==> src/hdl/frm_pkg.sv <==
// frm_pkg: shared types and constants for the frame rate monitor
// used by frm_divider and frame_rate_monitor
package frm_pkg;

    localparam int HistLen  = 16;
    localparam int HistIdxW = $clog2(HistLen);
    localparam int HistCntW = $clog2(HistLen + 1);
    localparam int DivW     = 64;
    localparam int DivCntW  = $clog2(DivW + 1);

    localparam logic [15:0] WindowReset = 16'd1000;
    localparam logic [23:0] Sat24 = 24'hFFFFFF;
    localparam logic [15:0] Sat16 = 16'hFFFF;

    typedef enum logic [3:0] {
        ST_IDLE,
        ST_FEEL_SUM,
        ST_FEEL_DIV,
        ST_TICK_SUM,
        ST_TICK_DIV,
        ST_MSPT_DIV,
        ST_SHIFT,
        ST_OUT
    } t_state;

    // operands handed to the shared divider
    typedef struct packed {
        logic            start;
        logic [DivW-1:0] num;
        logic [DivW-1:0] den;
    } t_div_req;

endpackage

==> src/hdl/frm_divider.sv <==
// frm_divider: bit-serial restoring divider, one quotient bit per cycle
// depends on frm_pkg
module frm_divider (
    input  logic                     i_clk,
    input  logic                     i_rst_n,
    input  frm_pkg::t_div_req        i_req,
    output logic                     o_done,
    output logic [frm_pkg::DivW-1:0] o_quot
);
    logic [frm_pkg::DivW-1:0]    r_rem, n_rem;
    logic [frm_pkg::DivW-1:0]    r_quot, n_quot;
    logic [frm_pkg::DivW-1:0]    r_den, n_den;
    logic [frm_pkg::DivCntW-1:0] r_cnt, n_cnt;
    logic                        r_busy, n_busy;
    logic                        r_done, n_done;
    logic [frm_pkg::DivW:0]      w_trial;

    always_comb begin
        n_rem  = r_rem;
        n_quot = r_quot;
        n_den  = r_den;
        n_cnt  = r_cnt;
        n_busy = r_busy;
        n_done = 1'b0;
        w_trial = {r_rem, r_quot[frm_pkg::DivW-1]} - {1'b0, r_den};
        if (i_req.start) begin
            n_rem  = '0;
            n_quot = i_req.num;
            n_den  = i_req.den;
            n_cnt  = '0;
            n_busy = 1'b1;
        end else if (r_busy) begin
            // shift one numerator bit into the remainder and try a subtract
            if (!w_trial[frm_pkg::DivW]) begin
                n_rem = w_trial[frm_pkg::DivW-1:0];
                n_quot = {r_quot[frm_pkg::DivW-2:0], 1'b1};
            end else begin
                n_rem = {r_rem[frm_pkg::DivW-2:0], r_quot[frm_pkg::DivW-1]};
                n_quot = {r_quot[frm_pkg::DivW-2:0], 1'b0};
            end
            n_cnt = r_cnt + 1'b1;
            if (r_cnt == frm_pkg::DivCntW'(frm_pkg::DivW - 1)) begin
                n_busy = 1'b0;
                n_done = 1'b1;
            end
        end
    end

    always_ff @(posedge i_clk) begin
        if (!i_rst_n) begin
            r_busy <= 1'b0;
            r_done <= 1'b0;
            r_cnt  <= '0;
        end else begin
            r_busy <= n_busy;
            r_done <= n_done;
            r_cnt  <= n_cnt;
        end
        r_rem  <= n_rem;
        r_quot <= n_quot;
        r_den  <= n_den;
    end

    assign o_done = r_done;
    assign o_quot = r_quot;
endmodule

==> src/hdl/frame_rate_monitor.sv <==
// frame_rate_monitor: windowed frame rate meter, top level
// depends on frm_pkg and frm_divider
//
// Usage: items arrive on the i_valid/o_ready channel. A tick item (req_type
// 0) only bumps the tick counter and gives no result; the block stays idle.
// A frame item (req_type 1) gives exactly one result on o_valid/i_ready.
// The block works on one item at a time: o_ready is high only while idle.
// A frame that does not close a window runs the ms-per-tick division;
// one that closes a window also runs the history sums over all 16 entries
// and two more divisions. Every division goes through one shared
// bit-serial divider, and the history lines are shifted one entry per cycle.
// The result sits in an output register until it is taken; while the
// receiver stalls no new item is accepted.
// window_ms is written over the APB port at address 0 and read back there.
// Reset clears the frame and tick counters, the latched fps, feels-like and
// tick rates and both histories (not ms_per_tick) and sets window_ms to 1000.
module frame_rate_monitor (
    input  logic        i_clk,
    input  logic        i_rst_n,
    input  logic        i_valid,
    output logic        o_ready,
    input  logic        i_req_type,
    input  logic [31:0] i_now_ms,
    input  logic [15:0] i_frame_ms,
    output logic        o_valid,
    input  logic        i_ready,
    output logic        o_window_closed,
    output logic [15:0] o_frames_per_sec,
    output logic [23:0] o_feels_like_fps,
    output logic [23:0] o_ticks_per_sec,
    output logic [23:0] o_ms_per_tick,
    input  logic        psel,
    input  logic        penable,
    input  logic        pwrite,
    input  logic [1:0]  paddr,
    input  logic [31:0] pwdata,
    output logic [31:0] prdata,
    output logic        pready
);
    localparam int IW = frm_pkg::HistIdxW;
    localparam int CW = frm_pkg::HistCntW;

    frm_pkg::t_state r_state, n_state;

    logic [15:0] r_window_ms;
    logic [31:0] r_window_start, n_window_start;
    logic [15:0] r_frame_cnt, n_frame_cnt;
    logic [15:0] r_tick_cnt, n_tick_cnt;
    logic [15:0] r_lat_fps, n_lat_fps;
    logic [23:0] r_lat_feel, n_lat_feel;
    logic [23:0] r_lat_tps, n_lat_tps;
    logic [15:0] r_fhist [frm_pkg::HistLen];
    logic [15:0] r_thist [frm_pkg::HistLen];
    logic [15:0] r_dur, n_dur;
    logic        r_closed, n_closed;
    logic [IW-1:0] r_idx, n_idx;
    logic [23:0] r_s1, n_s1;
    logic [39:0] r_s2, n_s2;
    logic [CW-1:0] r_cnt, n_cnt;
    logic [23:0] r_mspt, n_mspt;
    logic        r_ovalid, n_ovalid;
    logic        r_divgo, n_divgo;
    logic        w_fshift, w_tshift, w_tpush;
    logic [15:0] w_fhead, w_thead;
    logic [31:0] w_sq;

    frm_pkg::t_div_req w_req;
    logic              w_div_done;
    logic [63:0]       w_quot;
    logic [23:0]       w_quot_sat;

    frm_divider u_div (
        .i_clk   (i_clk),
        .i_rst_n (i_rst_n),
        .i_req   (w_req),
        .o_done  (w_div_done),
        .o_quot  (w_quot)
    );

    assign w_quot_sat = (w_quot > 64'(frm_pkg::Sat24)) ? frm_pkg::Sat24 : w_quot[23:0];
    assign w_fhead = r_fhist[0];
    assign w_thead = r_thist[0];
    assign w_sq = w_fhead * w_fhead;

    // apb
    assign pready = 1'b1;
    assign prdata = (paddr == 2'd0) ? {16'd0, r_window_ms} : 32'd0;

    always_ff @(posedge i_clk) begin
        if (!i_rst_n) begin
            r_window_ms <= frm_pkg::WindowReset;
        end else if (psel && penable && pwrite && paddr == 2'd0) begin
            r_window_ms <= pwdata[15:0];
        end
    end

    assign o_ready = (r_state == frm_pkg::ST_IDLE);

    always_comb begin
        n_state = r_state;
        n_window_start = r_window_start;
        n_frame_cnt = r_frame_cnt;
        n_tick_cnt = r_tick_cnt;
        n_lat_fps = r_lat_fps;
        n_lat_feel = r_lat_feel;
        n_lat_tps = r_lat_tps;
        n_dur = r_dur;
        n_closed = r_closed;
        n_idx = r_idx;
        n_s1 = r_s1;
        n_s2 = r_s2;
        n_cnt = r_cnt;
        n_mspt = r_mspt;
        n_ovalid = r_ovalid;
        n_divgo = 1'b0;
        w_fshift = 1'b0;
        w_tshift = 1'b0;
        w_tpush = 1'b0;
        w_req.start = r_divgo;
        w_req.num = '0;
        w_req.den = '0;
        unique case (r_state)
            frm_pkg::ST_IDLE: begin
                if (i_valid) begin
                    if (!i_req_type) begin
                        if (r_tick_cnt != frm_pkg::Sat16) n_tick_cnt = r_tick_cnt + 1'b1;
                    end else begin
                        n_dur = i_frame_ms;
                        n_idx = '0;
                        n_s1 = '0;
                        n_s2 = '0;
                        n_cnt = '0;
                        if (i_now_ms - r_window_start >= {16'd0, r_window_ms}) begin
                            n_closed = 1'b1;
                            n_window_start = i_now_ms;
                            n_lat_fps = (r_frame_cnt != frm_pkg::Sat16) ?
                                        r_frame_cnt + 1'b1 : r_frame_cnt;
                            n_frame_cnt = '0;
                            n_state = frm_pkg::ST_FEEL_SUM;
                        end else begin
                            n_closed = 1'b0;
                            if (r_frame_cnt != frm_pkg::Sat16)
                                n_frame_cnt = r_frame_cnt + 1'b1;
                            n_divgo = 1'b1;
                            n_state = frm_pkg::ST_MSPT_DIV;
                        end
                    end
                end
            end
            frm_pkg::ST_FEEL_SUM: begin
                // rotate the frame line once around, one entry a cycle
                n_s1 = r_s1 + 24'(w_fhead);
                n_s2 = r_s2 + 40'(w_sq);
                w_fshift = 1'b1;
                n_idx = r_idx + 1'b1;
                if (r_idx == IW'(frm_pkg::HistLen - 1)) begin
                    n_divgo = 1'b1;
                    n_state = frm_pkg::ST_FEEL_DIV;
                end
            end
            frm_pkg::ST_FEEL_DIV: begin
                w_req.num = (64'(r_s1) * 64'd100 + 64'd1) * 64'd256000;
                w_req.den = 64'(r_s2) * 64'd100;
                if (w_div_done) begin
                    n_lat_feel = (r_s2 == '0) ? frm_pkg::Sat24 : w_quot_sat;
                    n_s1 = '0;
                    n_idx = '0;
                    w_tpush = 1'b1;
                    n_state = frm_pkg::ST_TICK_SUM;
                end
            end
            frm_pkg::ST_TICK_SUM: begin
                if (w_thead != '0) begin
                    n_s1 = r_s1 + 24'(w_thead);
                    n_cnt = r_cnt + 1'b1;
                end
                w_tshift = 1'b1;
                n_idx = r_idx + 1'b1;
                if (r_idx == IW'(frm_pkg::HistLen - 1)) begin
                    n_divgo = 1'b1;
                    n_state = frm_pkg::ST_TICK_DIV;
                end
            end
            frm_pkg::ST_TICK_DIV: begin
                w_req.num = 64'({r_s1, 8'd0});
                w_req.den = 64'(r_cnt);
                if (w_div_done) begin
                    n_lat_tps = (r_cnt == '0) ? 24'd0 : w_quot_sat;
                    n_tick_cnt = '0;
                    n_divgo = 1'b1;
                    n_state = frm_pkg::ST_MSPT_DIV;
                end
            end
            frm_pkg::ST_MSPT_DIV: begin
                w_req.num = 64'd65536000;
                w_req.den = 64'(r_lat_tps);
                if (w_div_done) begin
                    n_mspt = (r_lat_tps == '0) ? frm_pkg::Sat24 : w_quot_sat;
                    n_state = frm_pkg::ST_SHIFT;
                end
            end
            frm_pkg::ST_SHIFT: begin
                n_ovalid = 1'b1;
                n_state = frm_pkg::ST_OUT;
            end
            frm_pkg::ST_OUT: begin
                if (i_ready) begin
                    n_ovalid = 1'b0;
                    n_state = frm_pkg::ST_IDLE;
                end
            end
            default: n_state = frm_pkg::ST_IDLE;
        endcase
    end

    // history lines: rotate during sums, push at entry 15 in ST_SHIFT (frame) or on w_tpush (tick)
    always_ff @(posedge i_clk) begin
        if (!i_rst_n) begin
            for (int i = 0; i < frm_pkg::HistLen; i++) begin
                r_fhist[i] <= '0;
                r_thist[i] <= '0;
            end
        end else begin
            if (w_fshift) begin
                for (int i = 0; i < frm_pkg::HistLen - 1; i++) r_fhist[i] <= r_fhist[i+1];
                r_fhist[frm_pkg::HistLen-1] <= r_fhist[0];
            end else if (r_state == frm_pkg::ST_SHIFT) begin
                for (int i = 0; i < frm_pkg::HistLen - 1; i++) r_fhist[i] <= r_fhist[i+1];
                r_fhist[frm_pkg::HistLen-1] <= r_dur;
            end
            if (w_tshift) begin
                for (int i = 0; i < frm_pkg::HistLen - 1; i++) r_thist[i] <= r_thist[i+1];
                r_thist[frm_pkg::HistLen-1] <= r_thist[0];
            end else if (w_tpush) begin
                for (int i = 0; i < frm_pkg::HistLen - 1; i++) r_thist[i] <= r_thist[i+1];
                r_thist[frm_pkg::HistLen-1] <= r_tick_cnt;
            end
        end
    end

    always_ff @(posedge i_clk) begin
        if (!i_rst_n) begin
            r_state <= frm_pkg::ST_IDLE;
            r_window_start <= '0;
            r_frame_cnt <= '0;
            r_tick_cnt <= '0;
            r_lat_fps <= '0;
            r_lat_feel <= '0;
            r_lat_tps <= '0;
            r_ovalid <= 1'b0;
            r_divgo <= 1'b0;
            r_idx <= '0;
        end else begin
            r_state <= n_state;
            r_window_start <= n_window_start;
            r_frame_cnt <= n_frame_cnt;
            r_tick_cnt <= n_tick_cnt;
            r_lat_fps <= n_lat_fps;
            r_lat_feel <= n_lat_feel;
            r_lat_tps <= n_lat_tps;
            r_ovalid <= n_ovalid;
            r_divgo <= n_divgo;
            r_idx <= n_idx;
        end
        r_dur <= n_dur;
        r_closed <= n_closed;
        r_s1 <= n_s1;
        r_s2 <= n_s2;
        r_cnt <= n_cnt;
        r_mspt <= n_mspt;
    end

    assign o_valid = r_ovalid;
    assign o_window_closed = r_closed;
    assign o_frames_per_sec = r_lat_fps;
    assign o_feels_like_fps = r_lat_feel;
    assign o_ticks_per_sec = r_lat_tps;
    assign o_ms_per_tick = r_mspt;
endmodule
==> config.mk <==
export PLATFORM = sky130hd
export DESIGN_NAME = frame_rate_monitor
export DESIGN_NICKNAME = d
export VERILOG_FILES = /design/src/hdl/frm_pkg.sv /design/src/hdl/frm_divider.sv /design/src/hdl/frame_rate_monitor.sv
export SDC_FILE = /design/constraint.sdc
export NUM_CORES = 2
export LEC_CHECK = 0
export BUFFER_PORTS_ARGS = -buffer_cell sky130_fd_sc_hd__buf_2
export CAP_MARGIN = 20
export CELL_PAD_IN_SITES_DETAIL_PLACEMENT = 1
export CELL_PAD_IN_SITES_GLOBAL_PLACEMENT = 1
export CORE_UTILIZATION = 55
export CTS_CLUSTER_SIZE = 8
export DETAILED_ROUTE_END_ITERATION = 6
export PLACE_DENSITY = 0.95
export SLEW_MARGIN = 10
export SYNTH_ARGS = -nofsm -noshare
export SYNTH_HDL_FRONTEND = slang
export SYNTH_SLANG_ARGS = --single-unit
export TNS_END_PERCENT = 5
==> constraint.sdc <==
create_clock -name i_clk -period 13.9 [get_ports i_clk]
set_input_delay 0.695 -clock i_clk [delete_from_list [all_inputs] [get_ports i_clk]]
set_output_delay 0.695 -clock i_clk [all_outputs]
set_load 0.05 [all_outputs]
==> impl_results.md <==
- Initial Util: 0.5563
- Post-synthesis sequential area ratio: 0.4166
- Synth cell types: 84
- Area leader, netlist: edfxtp_1
- Post-CTS Setup Repair Bufs: 0
- Setup violators final: 0
- Worst min path class: primary input to register
- Top area cells in the synthesized netlist: edfxtp_1, fa_1, ha_1
- Die width: 342.3 microns
- DRT Pass-1 Iters: 7
- Post-synth ARST share: 0
- Worst Skew: 79.16 ps
- Maxcap violations: 0
- IO Pins: 214
- Most used cell, CP: inv_1
- Peak Freq: 95.92 MHz
- Final core utilization: 0.6135
- CP Launch Type: register
- GRT overflow: 0
- Remaining antenna violation count after routing: 0
- Core area: 114500 sq um
- Initial antenna violation count: 23
- Worst min-delay path endpoint: r_dur[4]
- # DRC: 116
- Main synth FF type: edfxtp_1
- Gpl congestion: 0.9210
- Hold Startpoint: i_frame_ms[4]
- Inst Count DP: 7637
- Crit-path slowest cell: o41ai_1
- Clock Path Buffers: 3
- Top cells by count, synth: inv_1, edfxtp_1, ha_1
- Crit-path leading delay family: compound AO/OA/AOI/OAI gates
- Vias in the first global route: 56.79k
- Placement Setup Slack: 4147 ps
- Mean post-synth cell area: 10.37 sq um
- First-pass GRT wire length: 353.2 mm
- Count leader, synth: inv_1
- Synth warn: 0
- Yosys reg bits: 959
- Largest net degree at the start of global routing: 94
- Clk sinks: 959
- Port bufs: 180
- Clock slew at reported path FFs: 50 ps
- Post-Syn Instances: 6144
- Routed wire length: 250.5 mm
- Violated checks: DRC
- Nets: 7217
- First DRT Iteration DRCs: 5959
- Rows: 124
- Max-slew violation count: 0
- Wire length per cell: 31.81 microns
- FF-to-FF End: u_div.o_quot[48]
- Synth top area share: 0.3456
- Worst-Skew Late Latency: 860 ps
- Hold buffer count at cts: 0
- Critical Path RT: 14440 ps
- EDFF count, synth: 733
- Worst hold stages: 1
- Slew @ Worst Pin: 1180 ps
- Worst path arrival time: 10960 ps
- Die area: 117200 sq um
- Final Worst Setup Slack: 3474 ps
- Chip Height: 342.3 microns
- Setup TNS: 0 ps
- Final min period: 10430 ps
- Period utilization: 0.7500
- Outcome: complete, but fails checks
- RSZ-0062 raised after global routing: false
- CTS Buf Count: 139
- Via density: 6.771
- Relative slew margins: 0.2136
- Gr usage total: 0.4017
- Cell area after synthesis: 63690 sq um
- Layout cells sized above 1: 0.07495
- Hold Fails Final Rpt: 0
- Crit-path max FO: 10
- Buf+Inv Stages, Crit Path: 6
- Hpwl dp: 139.8 mm
- Vias post-DR: 53.33k
- CP endpoint kind: register
- R2R depth: 31
- CTS H-tree depth: 4
- Worst reg-to-reg setup slack: 3470 ps
- Root Buffer: clkbuf_16
- Crit Reg-Reg Startpoint: r_s1[1]
- CTS tree: done
- WS Path Type: register to register
- Final cell count without fillers: 7876
- Slowest stage delay, CP: 860 ps
- Area growth syn-to-layout: 10.29%
- Cts repair resizes: 0
==> layout make-up <==
cell class	count	area, sq um
inverters	775	2913
clock buffers	204	3752
clock inverters	17	355.3
repair buffers	237	1413
multi-input cells	4159	33350
fillers	12140	44250
flip-flops and latches	959	26540
well taps	1512	1892
diodes	13	32.53
==> worst register-to-register path: cells and delay by family, from the launching register on <==
family | cells | cell delay [ps]
and+or+nand+nor | 2 | 160
DFF | 1 | 630
AOI/OAI and AO/OA | 11 | 3810
buffers and inverters | 6 | 770
adders and majority gates | 9 | 3470
xor gates and xnor gates | 3 | 1280
==> layer usage <==
layer,wire length (microns),vias to the layer above,global-route usage
met5,309,-,0.008578
met4,24590,28,0.3071
met3,27970,1817,0.1251
met2,114300,4006,0.6549
met1,83430,26150,0.4368
li1,-,21330,-
==> cells in the final DEF, fill, tap and decap left out, types with 23 or more instances in the layout <==
cell         n
inv_1      772
edfxtp_1   733
ha_1       513
and2_1     403
nand2_1    367
fa_1       343
a21oi_1    336
nor2_1     311
o21ai_0    265
dfxtp_1    224
nor2b_1    213
buf_2      180
xnor2_1    154
clkbuf_16  139
nand3_1    130
a21o_1     125
xor2_1     103
nand2b_1    75
nor3_1      74
a211oi_1    73
clkbuf_1    62
buf_4       50
mux2i_1     48
nor4_1      42
a22o_1      41
nand4_1     40
o21a_1      39
o21bai_1    36
and3_1      30
or3_1       29
a31oi_1     28
o221a_2     26
o211ai_1    23
==> cell families (layout without fill, tap and decap cells) <==
family / after synthesis / count (layout) / share of synthesized area
other: 2 / 30 / 0.0001179
and+or+nand+nor: 1805 / 1805 / 0.1488
adders and majority gates: 861 / 861 / 0.2094
buffers and inverters: 1041 / 1233 / 0.06257
muxes: 49 / 49 / 0.007720
DFF: 959 / 959 / 0.4166
xor gates and xnor gates: 257 / 257 / 0.03534
AOI/OAI and AO/OA: 1170 / 1170 / 0.1195
==> registers in the layout (all words and copies together) (netlist names), 7 cells and up <==
name / flops
o_feels_like_fps: 24
o_frames_per_sec: 16
o_ms_per_tick: 24
o_ticks_per_sec: 24
r_dur: 16
r_fhist: 256
r_frame_cnt: 16
r_s1: 24
r_s2: 40
r_thist: 256
r_tick_cnt: 16
r_window_ms: 16
r_window_start: 32
u_div.o_quot: 64
u_div.r_cnt: 7
u_div.r_den: 47
u_div.r_rem: 64
==> per-stage QoR <==
step	hold WS [ps]	area (sq um)
after floorplan	427.5	63750
after global placement	441.8	65970
after detailed placement	451.3	65990
after CTS	32.53	70100
after global routing	3.924	70220
final	37.06	70250
==> worst max-delay path by stage <==
stage	start	endpoint	slack (ps)	cells past startpoint
6_report	r_s1[1]	u_div.o_quot[48]	3470	31
5_1_grt	r_s1[1]	u_div.o_quot[48]	2900	31
4_1_cts	r_s1[1]	u_div.o_quot[48]	3850	31
3_5_place_dp	r_s1[2]	u_div.o_quot[48]	4150	28
3_3_place_gp	r_s1[2]	u_div.o_quot[48]	4780	28
2_1_floorplan	r_s1[8]	u_div.o_quot[48]	5590	32
Power is not shown: default switching activity piles up to over one toggle a cycle in this logic, so the estimate is an artifact.
